### src/rtl/psa_pkg.sv
// shared types and constants for the premultiplied saturation adjust block
// no dependencies; used by the channel interfaces and the top level
package psa_pkg;

	localparam int unsigned CH_W = 8;

	// percent range of the saturation register
	localparam logic signed [7:0] PCT_MAX = 8'sd100;
	localparam logic signed [7:0] PCT_MIN = -8'sd100;

	// 32 * round_up(65536 / 25): percent * 128 / 100 as multiply and shift
	localparam logic [23:0] PCT_SCALE = 24'd83904;

	typedef struct packed {
		logic [CH_W-1:0] blue_in;
		logic [CH_W-1:0] green_in;
		logic [CH_W-1:0] red_in;
		logic [CH_W-1:0] alpha_in;
	} pix_in_t;

	typedef struct packed {
		logic [CH_W-1:0] blue_out;
		logic [CH_W-1:0] green_out;
		logic [CH_W-1:0] red_out;
		logic [CH_W-1:0] alpha_out;
	} pix_out_t;

endpackage

### src/rtl/psa_if.sv
// valid/ready pixel channels for the input and result sides
// depends on psa_pkg
interface psa_in_if;
	import psa_pkg::*;
	logic    valid;
	logic    ready;
	pix_in_t data;
	modport source (output valid, output data, input ready);
	modport sink (input valid, input data, output ready);
endinterface

interface psa_out_if;
	import psa_pkg::*;
	logic     valid;
	logic     ready;
	pix_out_t data;
	modport source (output valid, output data, input ready);
	modport sink (input valid, input data, output ready);
endinterface

### src/rtl/psa_div.sv
// pipelined restoring divider, BPS quotient bits per stage, shared divisor
// across LN lanes, with a sideband word carried alongside; no dependencies
module psa_div #(
	parameter int LN  = 1,
	parameter int NW  = 16,
	parameter int DW  = 8,
	parameter int QW  = 8,
	parameter int BPS = 4,
	parameter int SW  = 1
) (
	input  logic                   clk,
	input  logic                   arst_n,
	input  logic                   en,
	input  logic                   in_valid,
	input  logic [LN-1:0][NW-1:0]  num,
	input  logic [DW-1:0]          den,
	input  logic [SW-1:0]          side_in,
	output logic                   out_valid,
	output logic [LN-1:0][QW-1:0]  quo,
	output logic [SW-1:0]          side_out
);

	localparam int STG = (QW + BPS - 1) / BPS;
	localparam int QP  = STG * BPS;
	localparam int XW  = QP + DW;

	logic                  vld_s  [STG+1];
	logic [DW-1:0]         den_s  [STG+1];
	logic [SW-1:0]         side_s [STG+1];
	logic [LN-1:0][DW-1:0] rem_s  [STG+1];
	logic [LN-1:0][QP-1:0] low_s  [STG+1];
	logic [LN-1:0][QP-1:0] quo_s  [STG+1];

	// the quotient fits QW bits, so the top part of the numerator is below den
	always_comb begin
		logic [XW-1:0] nx;
		vld_s[0]  = in_valid;
		den_s[0]  = den;
		side_s[0] = side_in;
		for (int i = 0; i < LN; i++) begin
			nx = XW'(num[i]);
			rem_s[0][i] = nx[XW-1:QP];
			low_s[0][i] = nx[QP-1:0];
			quo_s[0][i] = '0;
		end
	end

	for (genvar k = 0; k < STG; k++) begin : g_stage
		logic [LN-1:0][DW-1:0] nrem;
		logic [LN-1:0][QP-1:0] nlow;
		logic [LN-1:0][QP-1:0] nquo;

		always_comb begin
			logic [DW:0]   tr;
			logic [DW-1:0] r;
			logic [QP-1:0] lo;
			logic [QP-1:0] q;
			for (int i = 0; i < LN; i++) begin
				r  = rem_s[k][i];
				lo = low_s[k][i];
				q  = quo_s[k][i];
				for (int j = 0; j < BPS; j++) begin
					tr = {r, lo[QP-1]};
					lo = {lo[QP-2:0], 1'b0};
					if (tr >= {1'b0, den_s[k]}) begin
						r = DW'(tr - {1'b0, den_s[k]});
						q = {q[QP-2:0], 1'b1};
					end else begin
						r = tr[DW-1:0];
						q = {q[QP-2:0], 1'b0};
					end
				end
				nrem[i] = r;
				nlow[i] = lo;
				nquo[i] = q;
			end
		end

		always_ff @(posedge clk or negedge arst_n) begin
			if (!arst_n) begin
				vld_s[k+1] <= 1'b0;
			end else if (en) begin
				vld_s[k+1] <= vld_s[k];
			end
		end

		always_ff @(posedge clk) begin
			if (en) begin
				den_s[k+1]  <= den_s[k];
				side_s[k+1] <= side_s[k];
				rem_s[k+1]  <= nrem;
				low_s[k+1]  <= nlow;
				quo_s[k+1]  <= nquo;
			end
		end
	end

	assign out_valid = vld_s[STG];
	assign side_out  = side_s[STG];

	always_comb begin
		for (int i = 0; i < LN; i++) begin
			quo[i] = quo_s[STG][i][QW-1:0];
		end
	end

endmodule

### src/rtl/premultiplied_saturation_adjust.sv
// saturation adjust of premultiplied bgra pixels, one pixel per beat
// one pixel per cycle sustained while the output is not stalled;
// the three dividers (un-premultiply, saturation, gain reciprocal) take 2, 2 and 4 stages
// a stalled output holds the whole pipeline; input ready follows output ready
// reset clears the valid bits and sets the saturation change to zero
// depends on psa_pkg, psa_if and psa_div
module premultiplied_saturation_adjust (
	input  logic                     clk,
	input  logic                     arst_n,
	input  logic                     cfg_wen,
	input  logic signed [7:0]        cfg_wdata,
	psa_in_if.sink                   pix_in,
	psa_out_if.source                pix_out
);
	import psa_pkg::*;

	typedef struct packed {
		logic [2:0][CH_W-1:0] cp;
		logic [CH_W-1:0]      l;
		pix_in_t              raw;
		logic                 pass;
	} b_side_t;

	typedef struct packed {
		logic [2:0][CH_W-1:0] cp;
		logic [CH_W-1:0]      l;
		pix_in_t              raw;
		logic                 pass;
		logic                 vneg;
		logic signed [8:0]    v;
		logic                 tzero;
	} c_side_t;

	logic en;
	assign en = !pix_out.valid || pix_out.ready;
	assign pix_in.ready = en;

	// saturation register held already scaled to -128..128
	logic signed [8:0] v_q;
	logic signed [8:0] v_next;

	always_ff @(posedge clk or negedge arst_n) begin
		if (!arst_n) begin
			v_q <= '0;
		end else if (cfg_wen) begin
			v_q <= v_next;
		end
	end

	always_comb begin
		logic signed [7:0] pct;
		logic [6:0]        mag;
		logic [23:0]       scaled;
		pct = cfg_wdata;
		if (pct > PCT_MAX) pct = PCT_MAX;
		if (pct < PCT_MIN) pct = PCT_MIN;
		mag    = pct[7] ? 7'(-pct) : pct[6:0];
		scaled = 24'(mag) * PCT_SCALE;
		v_next = pct[7] ? -$signed({1'b0, scaled[23:16]}) : $signed({1'b0, scaled[23:16]});
	end

	// un-premultiply: clamp to alpha then c*255/alpha
	logic [2:0][15:0] num_a;
	always_comb begin
		logic [7:0] ch [3];
		ch[0] = pix_in.data.blue_in;
		ch[1] = pix_in.data.green_in;
		ch[2] = pix_in.data.red_in;
		for (int i = 0; i < 3; i++) begin
			if (ch[i] > pix_in.data.alpha_in) ch[i] = pix_in.data.alpha_in;
			num_a[i] = {ch[i], 8'b0} - {8'b0, ch[i]};
		end
	end

	logic             vld_a;
	logic [2:0][7:0]  cp_a;
	pix_in_t          raw_a;

	psa_div #(.LN(3), .NW(16), .DW(8), .QW(8), .BPS(4), .SW($bits(pix_in_t))) u_div_unpm (
		.clk       (clk),
		.arst_n    (arst_n),
		.en        (en),
		.in_valid  (pix_in.valid),
		.num       (num_a),
		.den       (pix_in.data.alpha_in),
		.side_in   (pix_in.data),
		.out_valid (vld_a),
		.quo       (cp_a),
		.side_out  (raw_a)
	);

	// min, max, lightness and the saturation divisor
	logic       vld_s1;
	b_side_t    bs_s1;
	logic [7:0] d_s1;
	logic [8:0] den_s1;

	logic [7:0] mn_c, mx_c;
	logic [8:0] sum_c;
	always_comb begin
		mn_c = cp_a[0];
		mx_c = cp_a[0];
		for (int i = 1; i < 3; i++) begin
			if (cp_a[i] < mn_c) mn_c = cp_a[i];
			if (cp_a[i] > mx_c) mx_c = cp_a[i];
		end
		sum_c = 9'(mx_c) + 9'(mn_c);
	end

	always_ff @(posedge clk or negedge arst_n) begin
		if (!arst_n) begin
			vld_s1 <= 1'b0;
		end else if (en) begin
			vld_s1 <= vld_a;
		end
	end

	always_ff @(posedge clk) begin
		if (en) begin
			bs_s1.cp   <= cp_a;
			bs_s1.l    <= sum_c[8:1];
			bs_s1.raw  <= raw_a;
			bs_s1.pass <= (raw_a.alpha_in == '0) || (mx_c == mn_c);
			d_s1       <= mx_c - mn_c;
			den_s1     <= sum_c[8] ? 9'(9'd510 - sum_c) : sum_c;
		end
	end

	logic       vld_b;
	logic [7:0] sv_b;
	b_side_t    bs_b;

	psa_div #(.LN(1), .NW(15), .DW(9), .QW(8), .BPS(4), .SW($bits(b_side_t))) u_div_sat (
		.clk       (clk),
		.arst_n    (arst_n),
		.en        (en),
		.in_valid  (vld_s1),
		.num       ({d_s1, 7'b0}),
		.den       (den_s1),
		.side_in   (bs_s1),
		.out_valid (vld_b),
		.quo       (sv_b),
		.side_out  (bs_b)
	);

	// reciprocal divisor for the gain
	logic       vld_s2;
	c_side_t    cs_s2;
	logic [7:0] t_s2;

	logic [7:0] t_c;
	always_comb begin
		logic [8:0] vs;
		vs  = 9'(v_q[7:0]) + 9'(sv_b);
		t_c = (vs >= 9'd128) ? sv_b : 8'(9'd128 - 9'(v_q[7:0]));
	end

	always_ff @(posedge clk or negedge arst_n) begin
		if (!arst_n) begin
			vld_s2 <= 1'b0;
		end else if (en) begin
			vld_s2 <= vld_b;
		end
	end

	always_ff @(posedge clk) begin
		if (en) begin
			cs_s2.cp    <= bs_b.cp;
			cs_s2.l     <= bs_b.l;
			cs_s2.raw   <= bs_b.raw;
			cs_s2.pass  <= bs_b.pass;
			cs_s2.vneg  <= v_q[8];
			cs_s2.v     <= v_q;
			cs_s2.tzero <= (t_c == '0);
			t_s2        <= t_c;
		end
	end

	logic        vld_c;
	logic [14:0] rq_c;
	c_side_t     cs_c;

	psa_div #(.LN(1), .NW(15), .DW(8), .QW(15), .BPS(4), .SW($bits(c_side_t))) u_div_gain (
		.clk       (clk),
		.arst_n    (arst_n),
		.en        (en),
		.in_valid  (vld_s2),
		.num       (15'd16384),
		.den       (t_s2),
		.side_in   (cs_s2),
		.out_valid (vld_c),
		.quo       (rq_c),
		.side_out  (cs_c)
	);

	// gain times distance from lightness
	logic                    vld_s3;
	logic signed [24:0]      prod_s3 [3];
	logic [2:0][7:0]         cp_s3;
	pix_in_t                 raw_s3;
	logic                    pass_s3;

	logic signed [15:0] g_c;
	logic signed [24:0] prod_c [3];
	always_comb begin
		logic signed [8:0] diff;
		if (cs_c.vneg) begin
			g_c = 16'(cs_c.v);
		end else if (cs_c.tzero) begin
			g_c = '0;
		end else begin
			g_c = $signed(16'(rq_c) - 16'd128);
		end
		for (int i = 0; i < 3; i++) begin
			diff      = $signed({1'b0, cs_c.cp[i]}) - $signed({1'b0, cs_c.l});
			prod_c[i] = diff * g_c;
		end
	end

	always_ff @(posedge clk or negedge arst_n) begin
		if (!arst_n) begin
			vld_s3 <= 1'b0;
		end else if (en) begin
			vld_s3 <= vld_c;
		end
	end

	always_ff @(posedge clk) begin
		if (en) begin
			prod_s3 <= prod_c;
			cp_s3   <= cs_c.cp;
			raw_s3  <= cs_c.raw;
			pass_s3 <= cs_c.pass;
		end
	end

	// new channel value, then scale back by alpha
	logic               vld_s4;
	logic signed [27:0] xa_s4 [3];
	logic [2:0]         npos_s4;
	pix_in_t            raw_s4;
	logic               pass_s4;

	logic signed [27:0] xa_c [3];
	logic [2:0]         npos_c;
	always_comb begin
		logic signed [18:0] x;
		for (int i = 0; i < 3; i++) begin
			x         = $signed({11'b0, cp_s3[i]}) + 19'(prod_s3[i] >>> 7);
			npos_c[i] = (x <= 0);
			xa_c[i]   = x * $signed({1'b0, raw_s3.alpha_in});
		end
	end

	always_ff @(posedge clk or negedge arst_n) begin
		if (!arst_n) begin
			vld_s4 <= 1'b0;
		end else if (en) begin
			vld_s4 <= vld_s3;
		end
	end

	always_ff @(posedge clk) begin
		if (en) begin
			xa_s4   <= xa_c;
			npos_s4 <= npos_c;
			raw_s4  <= raw_s3;
			pass_s4 <= pass_s3;
		end
	end

	// rounded divide by 255 and clamp, or the pixel as it came in
	logic [7:0] ch_c [3];
	always_comb begin
		logic [27:0] y;
		logic [16:0] y17;
		logic [7:0]  rawc [3];
		rawc[0] = raw_s4.blue_in;
		rawc[1] = raw_s4.green_in;
		rawc[2] = raw_s4.red_in;
		for (int i = 0; i < 3; i++) begin
			y   = 28'(xa_s4[i]) + 28'd127;
			y17 = 17'(y[15:0]) + 17'(y[15:8]) + 17'd1;
			if (pass_s4) begin
				ch_c[i] = rawc[i];
			end else if (npos_s4[i]) begin
				ch_c[i] = '0;
			end else if (y >= 28'd65280) begin
				ch_c[i] = 8'd255;
			end else begin
				ch_c[i] = y17[15:8];
			end
		end
	end

	logic     vld_s5;
	pix_out_t out_s5;

	always_ff @(posedge clk or negedge arst_n) begin
		if (!arst_n) begin
			vld_s5 <= 1'b0;
		end else if (en) begin
			vld_s5 <= vld_s4;
		end
	end

	always_ff @(posedge clk) begin
		if (en) begin
			out_s5.blue_out  <= ch_c[0];
			out_s5.green_out <= ch_c[1];
			out_s5.red_out   <= ch_c[2];
			out_s5.alpha_out <= raw_s4.alpha_in;
		end
	end

	assign pix_out.valid = vld_s5;
	assign pix_out.data  = out_s5;

endmodule

### src/flat_wrapper.sv
// flat-port wrapper written by rule: the top's interface ports become plain ports
module premultiplied_saturation_adjust_flat import psa_pkg::*;
  (clk, arst_n, cfg_wen, cfg_wdata, pix_in_valid, pix_in_data, pix_in_ready, pix_out_valid, pix_out_data, pix_out_ready);
  psa_in_if pix_in_i ();
  psa_out_if pix_out_i ();
  input  logic clk;
  input  logic arst_n;
  input  logic cfg_wen;
  input  logic signed [7:0] cfg_wdata;
  input wire logic [$bits(pix_in_i.valid)-1:0] pix_in_valid;
  input wire logic [$bits(pix_in_i.data)-1:0] pix_in_data;
  output wire logic [$bits(pix_in_i.ready)-1:0] pix_in_ready;
  output wire logic [$bits(pix_out_i.valid)-1:0] pix_out_valid;
  output wire logic [$bits(pix_out_i.data)-1:0] pix_out_data;
  input wire logic [$bits(pix_out_i.ready)-1:0] pix_out_ready;
  assign pix_in_i.valid = pix_in_valid;
  assign pix_in_i.data = pix_in_data;
  assign pix_in_ready = pix_in_i.ready;
  assign pix_out_valid = pix_out_i.valid;
  assign pix_out_data = pix_out_i.data;
  assign pix_out_i.ready = pix_out_ready;
  premultiplied_saturation_adjust u_core (.clk(clk), .arst_n(arst_n), .cfg_wen(cfg_wen), .cfg_wdata(cfg_wdata), .pix_in(pix_in_i), .pix_out(pix_out_i));
endmodule
### config.mk
export PLATFORM = sky130hd
export DESIGN_NAME = premultiplied_saturation_adjust_flat
export DESIGN_NICKNAME = d
export VERILOG_FILES = /design/src/rtl/psa_pkg.sv /design/src/rtl/psa_if.sv /design/src/rtl/psa_div.sv /design/src/rtl/premultiplied_saturation_adjust.sv /design/src/flat_wrapper.sv
export SDC_FILE = /design/constraint.sdc
export NUM_CORES = 2
export LEC_CHECK = 0
export BUFFER_PORTS_ARGS = -buffer_cell sky130_fd_sc_hd__buf_2
export CAP_MARGIN = 20
export CORE_MARGIN = 2
export CORE_UTILIZATION = 66
export DETAILED_ROUTE_END_ITERATION = 7
export PLACE_DENSITY = 0.8
export SYNTH_ARGS = -nofsm -noshare
export SYNTH_HDL_FRONTEND = slang
export SYNTH_SLANG_ARGS = --single-unit
### constraint.sdc
create_clock -name clk -period 42.5 [get_ports clk]
set_input_delay 4.25 -clock clk [delete_from_list [all_inputs] [get_ports clk]]
set_output_delay 4.25 -clock clk [all_outputs]
set_load 0.03 [all_outputs]
==> summary.md <==
| Metric | Value |
|---|---|
| Count of final max-slew check failures | 0 |
| Crit path required time | between 40,000 and 50,000 ps |
| CTS buffer count | about 120 |
| R2R depth | between 40 and 50 |
| Finish-stage setup viols | 0 |
| Mean routed wirelength per cell | about 19 um |
| Bufs on Longest Clock Path | 3 |
| Initial antenna violation count | 4 |
| Synth Warn # | 0 |
| H-tree depth | 3 |
| Util after Layout | 0.711 |
| Skew final | 65.8 ps |
| Via-to-Cell Ratio | 5.86 |
| GRT Overall Usage | 0.289 |
| Die Width | about 380 um |
| Placer Congestion | between 0.9 and 1 |
| Sequential share of the synthesized area | 0.366 |
| Post-Syn Instances | around 8.5k |
| Die H | between 300 and 400 um |
| FF-to-FF setup slack | around 32,000 ps |
| Cell taking the most area after synthesis | edfxtp_1 |
| Worst reg2reg endpoint | u_core.u_div_unpm.quo[16] |
| Final HPWL DP | 149,000 um |
| Syn_area_per_cell | ~11 um^2 |
| Hold slack | 402 ps |
| Cells after DPL | slightly above 10k |
| Detail Route Antenna Nets | 0 |
| Grt ovf | 0 |
| Hold Crit Class | register to register |
| Final period utilization | 0.407 |
| Worst Hold Depth | 0 |
| Top cell by count, worst path | a21oi_1 |
| Reg2reg start | u_core.u_div_unpm.den_s[9] |
| Layout cell share with drive strength beyond 1 | 0.0725 |
| Post-route DRC | 0 |
| Vias in the first global route | 64.1k |
| Minimum clock period | approximately 17,000 ps |
| Fmax | around 58 MHz |
| CP max-delay cell | nor2_1 |
| Cell with the most instances after synthesis | inv_1 |
| CP arrival | around 18,000 ps |
| Flops & latches, synth | approximately 1.1k |
| Io pins | 79 |
| Async SR Flop Fraction | 0.0195 |
| Slew HR | 0.244 |
| First-pass GRT wire length | approximately 330,000 um |
| Initial DRC count | around 4.3k |
| Mapped Area | approximately 0.092 mm^2 |
| Critical path peak fanout | 17 |
| Largest cells by area after synthesis | edfxtp_1 (36%), fa_1 (17%), ha_1 (12%) |
| Worst hold start | u_core.bs_s1[60] |
| Setup Buffers After CTS | 0 |
| Critical Path Max Stage Delay | 820 ps |
| Clock latency on the worst-skew pair | between 700 and 800 ps |
| Diodes inserted | 0 |
| CTS root buffer | clkbuf_16 |
| Routed WL | between 200,000 and 250,000 um |
| Crit start category | input port |
| Starting Density | 0.663 |
| Crit Path Class | input port to register |
| Final instance count without filler cells | around 11k |
| Std-Cell Core Area | roughly 0.14 mm^2 |
| Area grow syn2layout | 7.32% |
| Post-synth top area share | 0.360 |
| Setup crit end kind | register |
| Via count | approximately 62k |
| Final hold vios | 0 |
| Hold endpoint | u_core.u_div_sat.side_s[125] |
| # port buffers | 78 |
| RSZ-0062 raised after global routing | false |
| Slew @ Worst Pin | approximately 1100 ps |
| CTS tree | yes |
| Leading post-synthesis cells by instance count | inv_1 (1,122), edfxtp_1 (1,107), ha_1 (880), fa_1 (764), nand2_1 (634) |
| Max Cap Violations | 0 |
| Primary FF master, synth | edfxtp_1 |
| Post-cts resize count | 0 |
| Number of synthesized flops with an enable pin | about 1.1k |
| Setup TNS | 0 ps |
| Die area | roughly 0.14 mm^2 |
| Post-CTS Hold Buffers | 0 |
| Drt pass-1 iters | 6 |
| Netlist cell types | 100 |
| Worst-path clk slew | approximately 70 ps |
| Largest net degree at the start of global routing | approximately 200 |
| FP Rows | ~140 |
| Status | completed |
| Sink Count | between 1k and 1.5k |
| Fin nets | just over 10k |
## placed cells by master (no fill, tap or decap), types with 88 or more instances in the layout
cell,netlist,layout
inv_1,1122,1122
edfxtp_1,1107,1107
ha_1,880,880
fa_1,764,764
nand2_1,634,634
nor2_1,567,563
a21oi_1,374,373
xnor2_1,368,363
and2_1,296,296
o21ai_0,285,285
xor2_1,182,182
a21o_1,175,175
mux2_2,153,153
nor2b_1,148,148
nand2b_1,149,148
clkbuf_16,0,116
nor3_1,107,107
buf_4,1,92
nand3_1,88,88
## per-layer routing
metal | share of wire | GRT usage | wire length, um
met1 | 0.42 | 0.378 | 83900
met2 | 0.48 | 0.489 | 97900
met3 | 0.058 | 0.0394 | 11700
met4 | 0.043 | 0.117 | 8640
met5 | 0.000064 | 0 | 13
## state kept, by name, indices dropped and copies added, names as in the netlist, 32 cells and up
signal                      cells
u_core.bs_s1                   65
u_core.cs_s2                   75
u_core.pix_out.data            32
u_core.prod_s3                 54
u_core.raw_s3                  32
u_core.raw_s4                  32
u_core.u_div_gain.side_out     75
u_core.u_div_gain.side_s      225
u_core.u_div_sat.side_out      65
u_core.u_div_sat.side_s        65
u_core.u_div_unpm.side_out     32
u_core.xa_s4                   84
## kinds of logic (layout without fill, tap and decap cells)
| group | count (synthesis) | in the layout | synth area share |
|---|---|---|---|
| buffers and inverters | 1303 | 1524 | 0.0534 |
| other | 1 | 3 | 0.0000407 |
| flip-flops | 1129 | 1129 | 0.366 |
| AO/OA/AOI/OAI | 1284 | 1284 | 0.0895 |
| multiplexers | 267 | 267 | 0.0323 |
| XOR/XNOR | 550 | 550 | 0.0522 |
| adder cells (fa/ha/maj) | 1644 | 1644 | 0.285 |
| AND/OR/NAND/NOR | 2275 | 2275 | 0.121 |
## worst max path at each step
stage / cells after the start / slack, ps / to / start
after CTS: 57 / 25390 / u_core.u_div_unpm.rem_s[33] / pix_in_data[1]
after floorplan: 2 / 3670 / pix_in_ready / pix_out_ready
after detailed placement: 54 / 24640 / u_core.u_div_unpm.rem_s[25] / pix_in_data[1]
after global placement: 57 / 24720 / u_core.u_div_unpm.rem_s[33] / pix_in_data[1]
after global routing: 57 / 23970 / u_core.u_div_unpm.rem_s[33] / pix_in_data[1]
final: 57 / 25220 / u_core.u_div_unpm.rem_s[33] / pix_in_data[1]
## critical path: cells and delay by family
family | cells | cell delay [ps]
compound gates | 26 | 6140
fa+ha+maj | 6 | 1800
buf+inv | 8 | 1780
mux | 2 | 480
simple gates | 15 | 3320
## stage by stage
step	area, um^2	setup slack [ps]
4_1_cts	99000	25390
3_5_place_dp	95100	24640
6_report	99000	25220
5_1_grt	99000	23970
2_1_floorplan	92200	3670
3_3_place_gp	95100	24720
## area by class of cell
cell class / instances / area (um^2)
clock buffer: 132 / 2960
fill: 9766 / 40200
clock inverter: 86 / 895
timing repair buffer: 174 / 1140
multi-input combinational: 6023 / 53600
inverter: 1132 / 4250
sequential: 1129 / 33800
tap: 1876 / 2350
Power is left out: the tool's default activity adds up to more than one toggle a clock period on the data nets, which glitch-free logic cannot reach.
